File: config.mk
export PLATFORM = sky130hd
export DESIGN_NAME = threshold_network_attractor_search
export DESIGN_NICKNAME = d
export VERILOG_FILES = /design/src/rtl/tna_pkg.sv /design/src/rtl/threshold_network_attractor_search.sv /design/src/rtl/tna_lane.sv /design/src/rtl/tna_match.sv
export VERILOG_INCLUDE_DIRS = /design/src /design/src/rtl
export SDC_FILE = /design/constraint.sdc
export NUM_CORES = 1
export LEC_CHECK = 0
export ABC_AREA = 1
export BUFFER_PORTS_ARGS = -buffer_cell sky130_fd_sc_hd__buf_2
export CAP_MARGIN = 10
export CORE_MARGIN = 2
export CORE_UTILIZATION = 65
export CTS_BUF_LIST = sky130_fd_sc_hd__clkbuf_2 sky130_fd_sc_hd__clkbuf_4 sky130_fd_sc_hd__clkbuf_8
export DETAILED_ROUTE_END_ITERATION = 8
export GPL_ROUTABILITY_DRIVEN = 0
export PLACE_DENSITY = 0.84
export SLEW_MARGIN = 15
export SYNTH_ARGS = -nofsm -noshare
export SYNTH_HDL_FRONTEND = slang
export SYNTH_HIERARCHICAL = 1
export SYNTH_SLANG_ARGS = --single-unit
File: constraint.sdc
create_clock -name clock -period 24.2 [get_ports clock]
set_clock_uncertainty 0.15 [all_clocks]
set_input_delay 4.84 -clock clock [delete_from_list [all_inputs] [get_ports clock]]
set_output_delay 4.84 -clock clock [all_outputs]
set_load 0.01 [all_outputs]
File: src/rtl/threshold_network_attractor_search_assert.svh
// Assertion macros for the threshold network attractor search block.
// Used by the top level; expects signals named clock and reset in scope.
`ifndef THRESHOLD_NETWORK_ATTRACTOR_SEARCH_ASSERT_SVH
`define THRESHOLD_NETWORK_ATTRACTOR_SEARCH_ASSERT_SVH

// Check a property at every clock edge outside reset.
`define TNA_CHECK(name, prop, msg) \
   name: assert property (@(posedge clock) disable iff (reset) prop) \
      else $error(msg);

// Check a property at every clock edge, reset included.
`define TNA_CHECK_ALWAYS(name, prop, msg) \
   name: assert property (@(posedge clock) prop) \
      else $error(msg);

`endif

File: src/rtl/tna_pkg.sv
// Shared types and constants of the threshold network attractor search block.
// No dependencies.
`timescale 1ns / 1ps

package tna_pkg;

   localparam int STATE_W     = 8;
   localparam int STEP_W      = 10;
   localparam int CYC_W       = 5;
   localparam int MASK_W      = 64;
   localparam int MASK_STRIDE = 8;
   localparam int CSR_IDX_W   = 2;

   localparam logic [STEP_W-1:0] MAX_UPDATES_RST = 10'd100;
   localparam logic [CYC_W-1:0]  MAX_CYCLE_RST   = 5'd16;

   typedef enum logic [CSR_IDX_W-1:0] {
      CSR_PLUS_EDGE_MASK  = 2'd0,
      CSR_MINUS_EDGE_MASK = 2'd1,
      CSR_MAX_UPDATES     = 2'd2,
      CSR_MAX_CYCLE       = 2'd3
   } csr_index_type;

   typedef enum logic [1:0] {
      ST_IDLE = 2'b01,
      ST_RUN  = 2'b10
   } fsm_type;

   // Outcome of the history compare: hit and the shortest matching cycle.
   typedef struct packed {
      logic             hit;
      logic [CYC_W-1:0] len;
   } match_type;

endpackage

File: src/rtl/threshold_network_attractor_search.sv
// Threshold network attractor search: takes an initial state of GENES binary genes per
// request word, steps a synchronous +1/-1 threshold network built from the plus and minus
// edge masks, and returns one response word when a state repeats within cyc-1 steps
// (cyc is max_cycle capped at HISTORY_DEPTH) or the step count reaches max_updates. One
// request is worked on at a time: after the accept cycle the block computes one network
// step per clock. When a word is produced the block returns to idle and takes the next
// request from there. A finished word sits in the response register and a new request
// is taken while it waits. The next search freezes at its last step only if that
// register is still stalled. Configuration must be written between searches; the block
// itself does not enforce this.
`timescale 1ns / 1ps
`include "threshold_network_attractor_search_assert.svh"

module threshold_network_attractor_search #(
   parameter int GENES         = 8,
   parameter int HISTORY_DEPTH = 16
) (
   input  logic                            clock,
   input  logic                            reset,
   // configuration write port
   input  logic                            csr_write_enable,
   input  logic [tna_pkg::CSR_IDX_W-1:0]   csr_index,
   input  logic [tna_pkg::MASK_W-1:0]      csr_write_data,
   // request channel
   input  logic                            req_valid,
   output logic                            req_stall,
   input  logic [tna_pkg::STATE_W-1:0]     req_start_state,
   // response channel
   output logic                            rsp_valid,
   input  logic                            rsp_stall,
   output logic [tna_pkg::STATE_W-1:0]     rsp_end_state,
   output logic [tna_pkg::STEP_W-1:0]      rsp_step_count,
   output logic                            rsp_settled,
   output logic [tna_pkg::CYC_W-1:0]       rsp_cycle_length
);

   // ---------------------------------------------------------------- config
   logic [tna_pkg::MASK_W-1:0] plus_mask_ff;
   logic [tna_pkg::MASK_W-1:0] minus_mask_ff;
   logic [tna_pkg::STEP_W-1:0] max_updates_ff;
   logic [tna_pkg::CYC_W-1:0]  max_cycle_ff;

   always_ff @(posedge clock) begin
      if (reset) begin
         plus_mask_ff   <= '0;
         minus_mask_ff  <= '0;
         max_updates_ff <= tna_pkg::MAX_UPDATES_RST;
         max_cycle_ff   <= tna_pkg::MAX_CYCLE_RST;
      end else if (csr_write_enable) begin
         case (csr_index)
            tna_pkg::CSR_PLUS_EDGE_MASK:  plus_mask_ff   <= csr_write_data;
            tna_pkg::CSR_MINUS_EDGE_MASK: minus_mask_ff  <= csr_write_data;
            tna_pkg::CSR_MAX_UPDATES:     max_updates_ff <= csr_write_data[tna_pkg::STEP_W-1:0];
            tna_pkg::CSR_MAX_CYCLE:       max_cycle_ff   <= csr_write_data[tna_pkg::CYC_W-1:0];
            default: ;
         endcase
      end
   end

   // Effective limits: zero acts as one, cycle limit saturates to the history depth.
   logic [tna_pkg::STEP_W-1:0] limit;
   logic [tna_pkg::CYC_W-1:0]  cyc_floor;
   logic [tna_pkg::CYC_W-1:0]  cyc;

   assign limit     = (max_updates_ff == '0) ? tna_pkg::STEP_W'(1) : max_updates_ff;
   assign cyc_floor = (max_cycle_ff == '0) ? tna_pkg::CYC_W'(1) : max_cycle_ff;
   assign cyc       = ({2'b00, cyc_floor} > 7'(HISTORY_DEPTH))
                    ? tna_pkg::CYC_W'(HISTORY_DEPTH) : cyc_floor;

   // ---------------------------------------------------------------- state
   tna_pkg::fsm_type                    state_ff, state_in;
   logic [tna_pkg::STEP_W-1:0]          t_ff, t_in;
   // hist_ff[0] is the current state, hist_ff[j] the state j steps before it.
   logic [HISTORY_DEPTH-2:0][GENES-1:0] hist_ff, hist_in;

   logic                                rsp_valid_ff, rsp_valid_in;
   logic [tna_pkg::STATE_W-1:0]         rsp_end_state_ff, rsp_end_state_in;
   logic [tna_pkg::STEP_W-1:0]          rsp_step_count_ff, rsp_step_count_in;
   logic                                rsp_settled_ff, rsp_settled_in;
   logic [tna_pkg::CYC_W-1:0]           rsp_cycle_length_ff, rsp_cycle_length_in;

   // ---------------------------------------------------------------- gene lanes
   logic [GENES-1:0] nxt;

   for (genvar tgt = 0; tgt < GENES; tgt++) begin : g_lane
      logic [GENES-1:0] plus_col;
      logic [GENES-1:0] minus_col;

      // Column of the masks that feeds this target gene.
      for (genvar src = 0; src < GENES; src++) begin : g_col
         assign plus_col[src]  = plus_mask_ff[src * tna_pkg::MASK_STRIDE + tgt];
         assign minus_col[src] = minus_mask_ff[src * tna_pkg::MASK_STRIDE + tgt];
      end

      tna_lane #(
         .GENES     (GENES)
      ) u_lane (
         .src_state (hist_ff[0]),
         .plus_col  (plus_col),
         .minus_col (minus_col),
         .next_bit  (nxt[tgt])
      );
   end

   // ---------------------------------------------------------------- history compare
   tna_pkg::match_type match;

   tna_match #(
      .GENES         (GENES),
      .HISTORY_DEPTH (HISTORY_DEPTH)
   ) u_match (
      .cand   (nxt),
      .hist   (hist_ff),
      .step   (t_ff),
      .cyc    (cyc),
      .result (match)
   );

   // ---------------------------------------------------------------- control
   logic slot_free;

   // The response register can take a word this cycle.
   assign slot_free = !rsp_valid_ff || !rsp_stall;

   always_comb begin
      state_in            = state_ff;
      t_in                = t_ff;
      hist_in             = hist_ff;
      rsp_valid_in        = rsp_valid_ff && rsp_stall;
      rsp_end_state_in    = rsp_end_state_ff;
      rsp_step_count_in   = rsp_step_count_ff;
      rsp_settled_in      = rsp_settled_ff;
      rsp_cycle_length_in = rsp_cycle_length_ff;

      case (state_ff)
         tna_pkg::ST_IDLE: begin
            // Load the start state as step zero; bits above GENES drop out.
            if (req_valid) begin
               hist_in[0] = req_start_state[GENES-1:0];
               t_in       = tna_pkg::STEP_W'(1);
               state_in   = tna_pkg::ST_RUN;
            end
         end
         tna_pkg::ST_RUN: begin
            if (t_ff >= limit) begin
               // Limit reached without a repeat: report the last state once the
               // previous word has left; hold here otherwise.
               if (slot_free) begin
                  rsp_valid_in        = 1'b1;
                  rsp_end_state_in    = tna_pkg::STATE_W'(hist_ff[0]);
                  rsp_step_count_in   = t_ff;
                  rsp_settled_in      = 1'b0;
                  rsp_cycle_length_in = cyc;
                  state_in            = tna_pkg::ST_IDLE;
               end
            end else if (match.hit) begin
               // Repeat found: hold this step until the output register is free.
               if (slot_free) begin
                  rsp_valid_in        = 1'b1;
                  rsp_end_state_in    = tna_pkg::STATE_W'(nxt);
                  rsp_step_count_in   = t_ff;
                  rsp_settled_in      = 1'b1;
                  rsp_cycle_length_in = match.len;
                  state_in            = tna_pkg::ST_IDLE;
               end
            end else begin
               // Advance one step: shift the history and push the new state.
               hist_in[0] = nxt;
               for (int j = 1; j < HISTORY_DEPTH - 1; j++) begin
                  hist_in[j] = hist_ff[j-1];
               end
               t_in = t_ff + tna_pkg::STEP_W'(1);
            end
         end
         default: begin
            state_in = tna_pkg::ST_IDLE;
         end
      endcase
   end

   always_ff @(posedge clock) begin
      if (reset) begin
         state_ff     <= tna_pkg::ST_IDLE;
         t_ff         <= '0;
         rsp_valid_ff <= 1'b0;
      end else begin
         state_ff     <= state_in;
         t_ff         <= t_in;
         rsp_valid_ff <= rsp_valid_in;
      end
   end

   always_ff @(posedge clock) begin
      hist_ff             <= hist_in;
      rsp_end_state_ff    <= rsp_end_state_in;
      rsp_step_count_ff   <= rsp_step_count_in;
      rsp_settled_ff      <= rsp_settled_in;
      rsp_cycle_length_ff <= rsp_cycle_length_in;
   end

   // ---------------------------------------------------------------- outputs
   assign req_stall        = (state_ff != tna_pkg::ST_IDLE);
   assign rsp_valid        = rsp_valid_ff;
   assign rsp_end_state    = rsp_end_state_ff;
   assign rsp_step_count   = rsp_step_count_ff;
   assign rsp_settled      = rsp_settled_ff;
   assign rsp_cycle_length = rsp_cycle_length_ff;

   // ---------------------------------------------------------------- assertions
   logic in_run;
   logic rsp_unsettled;
   logic rsp_settled_word;
   logic len_ok;

   assign in_run           = (state_ff == tna_pkg::ST_RUN);
   assign rsp_unsettled    = rsp_valid_ff && !rsp_settled_ff;
   assign rsp_settled_word = rsp_valid_ff && rsp_settled_ff;
   assign len_ok           = (rsp_cycle_length_ff != '0) && (rsp_cycle_length_ff < cyc)
                          && ({5'b00000, rsp_cycle_length_ff} <= rsp_step_count_ff);

   `TNA_CHECK(a_step_in_range, in_run |-> (t_ff <= limit), "step counter past limit")
   `TNA_CHECK(a_unsettled_at_limit, rsp_unsettled |-> (rsp_step_count_ff == limit), "bad step")
   `TNA_CHECK(a_settled_len, rsp_settled_word |-> len_ok, "settled word with bad cycle length")
   `TNA_CHECK(a_word_from_run, $rose(rsp_valid_ff) |-> $past(in_run), "word without a search")
   `TNA_CHECK_ALWAYS(a_reset_clears, $past(reset) |-> (!rsp_valid_ff && !req_stall), "busy")

endmodule

File: src/rtl/tna_lane.sv
// One gene lane: threshold update of a single target gene.
// Depends on nothing but its parameter.
`timescale 1ns / 1ps

module tna_lane #(
   parameter int GENES = 8
) (
   input  logic [GENES-1:0] src_state,
   input  logic [GENES-1:0] plus_col,
   input  logic [GENES-1:0] minus_col,
   output logic             next_bit
);

   localparam int CNT_W = $clog2(GENES + 1);

   logic [GENES-1:0] up;
   logic [GENES-1:0] down;
   logic [CNT_W-1:0] up_cnt;
   logic [CNT_W-1:0] down_cnt;

   // Cancelled edges (both bits set) contribute nothing.
   assign up   = (plus_col & ~minus_col & src_state) | (minus_col & ~plus_col & ~src_state);
   assign down = (plus_col & ~minus_col & ~src_state) | (minus_col & ~plus_col & src_state);

   always_comb begin
      up_cnt   = '0;
      down_cnt = '0;
      for (int s = 0; s < GENES; s++) begin
         up_cnt   = up_cnt + CNT_W'(up[s]);
         down_cnt = down_cnt + CNT_W'(down[s]);
      end
   end

   // Sum above zero means more positive than negative terms.
   assign next_bit = (up_cnt > down_cnt);

endmodule

File: src/rtl/tna_match.sv
// History compare lanes and merge: finds the shortest cycle ending in the new state.
// Depends on tna_pkg.
`timescale 1ns / 1ps

module tna_match #(
   parameter int GENES         = 8,
   parameter int HISTORY_DEPTH = 16
) (
   input  logic [GENES-1:0]                       cand,
   input  logic [HISTORY_DEPTH-2:0][GENES-1:0]    hist,
   input  logic [tna_pkg::STEP_W-1:0]             step,
   input  logic [tna_pkg::CYC_W-1:0]              cyc,
   output tna_pkg::match_type                     result
);

   logic [HISTORY_DEPTH-2:0]   hit;
   logic [tna_pkg::STEP_W-1:0] cyc_ext;

   assign cyc_ext = {{(tna_pkg::STEP_W - tna_pkg::CYC_W){1'b0}}, cyc};

   // Entry j holds the state j+1 steps back; it counts once written and in range.
   always_comb begin
      for (int j = 0; j < HISTORY_DEPTH - 1; j++) begin
         hit[j] = (hist[j] == cand)
               && (tna_pkg::STEP_W'(j + 1) <= step)
               && (tna_pkg::STEP_W'(j + 1) < cyc_ext);
      end
   end

   // Merge: the shortest matching distance wins.
   always_comb begin
      result = '0;
      for (int j = HISTORY_DEPTH - 2; j >= 0; j--) begin
         if (hit[j]) begin
            result.hit = 1'b1;
            result.len = tna_pkg::CYC_W'(j + 1);
         end
      end
   end

endmodule

; After elaboration in Yosys (flattened, before gate mapping)
; Cells that the tools add are included.
; W data, S select, Z words.
[totals]
reg_bits = 300
inputBits = 79
wordCells = 385
[classes]
add_sub_neg = 113
magnitude_cmp = 40
n_eq_ne = 25
n_mux = 50
n_bitwise = 83
reduce_logical = 48
[ops]
columns = cell, count
row1 = $add A4 B1 Y4, 96
row2 = $and A8 B8 Y8, 48
row3 = $not A8 Y8, 17
row4 = $or A8 B8 Y8, 16
row5 = $eq A8 B8 Y1, 15
row6 = $mux W6, 15
row7 = $le A4 B10 Y1 const A, 8
row8 = $mux W10, 7
row9 = $mux W8, 7
row10 = $le A3 B10 Y1 const A, 4
row11 = $lt A4 B5 Y1 const A, 8
row12 = $add A1 B1 Y2, 16
row13 = $gt A4 B4 Y1, 8
row14 = $logic_and A1 B1 Y1, 31
row15 = $mux W5, 6
row16 = $le A2 B10 Y1 const A, 2
row17 = $lt A3 B5 Y1 const A, 4
row18 = $pmux W10 S2, 1
row19 = $pmux W8 S2, 1
row20 = $reduce_and A2 Y1, 6
row21 = $add A10 B1 Y10 const B, 1
row22 = $ge A10 B10 Y1, 1
row23 = $le A1 B10 Y1 const A, 1
row24 = $logic_not A10 Y1, 1
row25 = other kinds (19), 39

; Longest topological paths before layout
[depth]
word_depth = 33
depth_mapped = 41
ltp_nobuf = 40

; Hierarchy
; The synthesis kept the hierarchy.
[modules_own_cells]
columns = module, instances, cells_each, area_per_inst_um2, seq_area_each_um2
row1 = threshold_network_attractor_search, 1, 993, 10547.6, 7447.1
row2 = tna_lane, 8, 96, 688.2, 0.0
row3 = tna_match, 1, 404, 2356.0, 0.0

; Worst setup path after synthesis
; OpenSTA, ideal clock, no wires.
[synth_timing]
kind = reg-to-reg
from = register hist_ff[0] (netlist bit)
to = register hist_ff[100] (netlist bit) (enable)
setup_ps = 466
arrival_ps = 7648
slack_ps = 15937
path_stages_with_launch = 27
path_buffers = 1
path_cell_list = edfxtp_1 -> o21ai_0 -> fa_1 -> inv_1 -> fa_1 -> fa_1 -> ha_1 -> inv_1 -> fa_1 -> xor2_1 -> ha_1 -> nand2_1 -> inv_1 -> nand2_1 -> a21oi_1 -> buf_4 -> xor2_1 -> a21oi_2 -> nand2_1 -> nor3_1 -> a21oi_1 -> nand2_1 -> nor3_1 -> nand3_1 -> nor2_2 -> nand2_1 -> inv_1
[synth_rtl]
columns = item, line_no
row1 = start: declaration, threshold_network_attractor_search.sv:74  ; logic [HISTORY_DEPTH-2:0][GENES-1:0] hist_ff, hist_in;
row2 = start signal: assignment, threshold_network_attractor_search.sv:194  ; hist_ff <= hist_in;

==> results.json <==
{
  "place_ws_ns": 15.94,
  "hold_class": "reg -> reg",
  "row_count": 61,
  "worstSetupEndpointType": "flop",
  "vias_per_cell": 5.69,
  "rr_startpoint": "hist_ff[0]",
  "synth-seq-cells": 300,
  "yosys_warnings": 6,
  "path_max_fanout": 78,
  "whs_endpoint": "hist_ff[34]",
  "dp_hpwl_mm": 32.0,
  "slowest_delay_ns": 0.83,
  "hold-worst-slack_ns": 0.318,
  "postLayoutCellArea_mm2": 0.0203,
  "die-width_um": 172,
  "h-tree-depth": 2,
  "power_mw": 2.37,
  "ios": 105,
  "synth.avg_cell_area_um2": 8.50,
  "layout_common_cells": "nor2_1, nand2_1, inv_1",
  "hold_viol_final": 0,
  "reg2reg_depth": 28,
  "drtPass1Iterations": 5,
  "num_vias": 15339,
  "worst_pin_slew_ns": 1.08,
  "synth_flop_cell": "dfxtp_1",
  "crit_arrival_ns": 8.48,
  "r2r_slack_ns": 15.76,
  "status": "finished clean",
  "core-area_mm2": 0.0279,
  "die_area_mm2": 0.0297,
  "rsz0062_at_grt": "no",
  "synth_seq_area_share": 0.405,
  "instances_no_fill": 2694,
  "hold_depth": 0,
  "drt_iter0_markers": 1418,
  "post_synth_instance_area_mm2": 0.0184,
  "yosysTopAreaCell": "edfxtp_1",
  "totalWireLength_mm": 46.2,
  "antenna_left": 0,
  "r2r_end": "hist_ff[82]",
  "overflow": 0,
  "cts_buffers": 50,
  "drc": 0,
  "worstSetupPathType": "reg -> reg",
  "grt_pass1_wl_mm": 72.8,
  "post-route-min-period_ns": 8.44,
  "powerDensity_mw_per_mm2": 117,
  "cts_resized": 0,
  "layout-drive-gt1-share": 0.177,
  "area_delta_synth_final_pct": 10.4,
  "postCtsSetupBuffers": 0,
  "fin_crit_sh": 0.349,
  "ys_types": 50,
  "tns_ns": 0,
  "clockRootBuffer": "clkbuf_8",
  "path_clk_slew_ns": 0.07,
  "drt-wirelength-per-cell_um": 17.1,
  "hold_buffers": 0,
  "grt_pass1_vias": 14978,
  "cts_tree": "built",
  "grt_start_max_net_pins": 95,
  "die_h_um": 172,
  "slew_violations": 0,
  "startpoint_type": "flop",
  "portBuffers": 104,
  "clock_latency_ns": 0.58,
  "antenna_found_initial": 1,
  "cap_violations": 0,
  "fmax_mhz": 118,
  "grt_use_total": 0.314,
  "layout.core_utilization": 0.730,
  "synth_edf_count": 144,
  "cts.sinks": 300,
  "worst_path_max_delay_cell": "buf_4",
  "syn-instance-count": 2165,
  "setup_viol": 0,
  "synth_top_area_share": 0.235,
  "cp_data_required_time_ns": 24.24,
  "slew_headroom": 0.277,
  "fin_nets": 2508,
  "cts.path.max_buffers": 3,
  "min-delay-start": "hist_ff[26]",
  "async_reset_ff_frac": 0,
  "p_leak_nw": 8.90,
  "placedCellCount": 2600,
  "synthTopCellsByArea": "edfxtp_1, dfxtp_1, nor2_1",
  "setup_slack_ns": 15.76,
  "peakVddDrop_mv": 0.0810,
  "final_common_cell": "nor2_1",
  "floorplan.initialDensity": 0.661,
  "synthesis.nets": 2399,
  "place_area_mm2": 0.0192
}
[per-layer routing]
metal | part of all wire | vias to the layer above | track usage
met5 | 0 | - | 0
met4 | 0.054 | 0 | 0.176
met3 | 0.072 | 163 | 0.0515
met2 | 0.48 | 659 | 0.540
met1 | 0.39 | 7223 | 0.376
li1 | - | 7294 | -
[flip-flops by register name (all words and copies together) (netlist names), 2 cells and up]
signal            flops
t_ff                 10
max_updates_ff       10
plus_mask_ff         64
rsp_cycle_length      5
hist_ff             120
rsp_end_state         8
state_ff              2
minus_mask_ff        64
max_cycle_ff          5
rsp_step_count       10
[synthesized netlist by cell type (all sizes together) (4+ instances only)]
library cell / count
nor4: 14
ha: 91
edfxtp: 144
o2111ai: 4
o211ai: 7
nand2: 303
buf: 34
nand3: 75
xor2: 61
nor3: 19
or2: 47
clkbuf: 34
nand4: 15
dfxtp: 156
xnor2: 43
inv: 253
fa: 64
o21ai: 235
nor2: 397
a21oi: 156
[kinds of logic after synthesis]
family / after synthesis / share of synthesized area
buffers and inverters: 321 / 0.0734
AND/OR/NAND/NOR: 873 / 0.209
adder cells (fa/ha/maj): 155 / 0.131
XOR/XNOR: 104 / 0.0495
AO/OA/AOI/OAI: 411 / 0.132
flip-flops: 300 / 0.405
other: 1 / 0.000204
[worst max-delay path by stage]
stage	startpoint	endpoint	slack, ns
finish	hist_ff[0]	hist_ff[82]	15.76
global route	hist_ff[0]	hist_ff[65]	15.32
CTS	hist_ff[0]	hist_ff[8]	15.88
global placement	hist_ff[0]	hist_ff[50]	16.35
floorplan	hist_ff[0]	hist_ff[100]	15.94
detailed placement	hist_ff[0]	hist_ff[59]	15.94
[area by class of cell]
type	count	area [um^2]
Timing Repair Buffer	125	678
Fill cell	2006	7530
Clock inverter	17	161
Tap cell	378	473
Multi-Input combinational cell	1544	9660
Clock buffer	76	958
Sequential cell	300	7450
Antenna cell	1	2.50
Inverter	253	953
[report_power, final]
part	total, mW	internal [mW]	switching, mW	leakage (nW)
sequential	0.574	0.559	0.0148	2.58
clock	0.495	0.285	0.210	0.593
combinational	1.30	0.467	0.834	5.72
[worst max-delay path: cells and delay by family (launching register included)]
| family | cells | cell delay [ns] |
|---|---|---|
| flops | 1 | 0.36 |
| buf+inv | 7 | 2.04 |
| simple gates | 10 | 1.32 |
| xor+xnor | 1 | 0.16 |
| fa+ha+maj | 6 | 2.49 |
| compound gates | 4 | 1.43 |
Note: power is estimated with default switching activity, not from simulation.
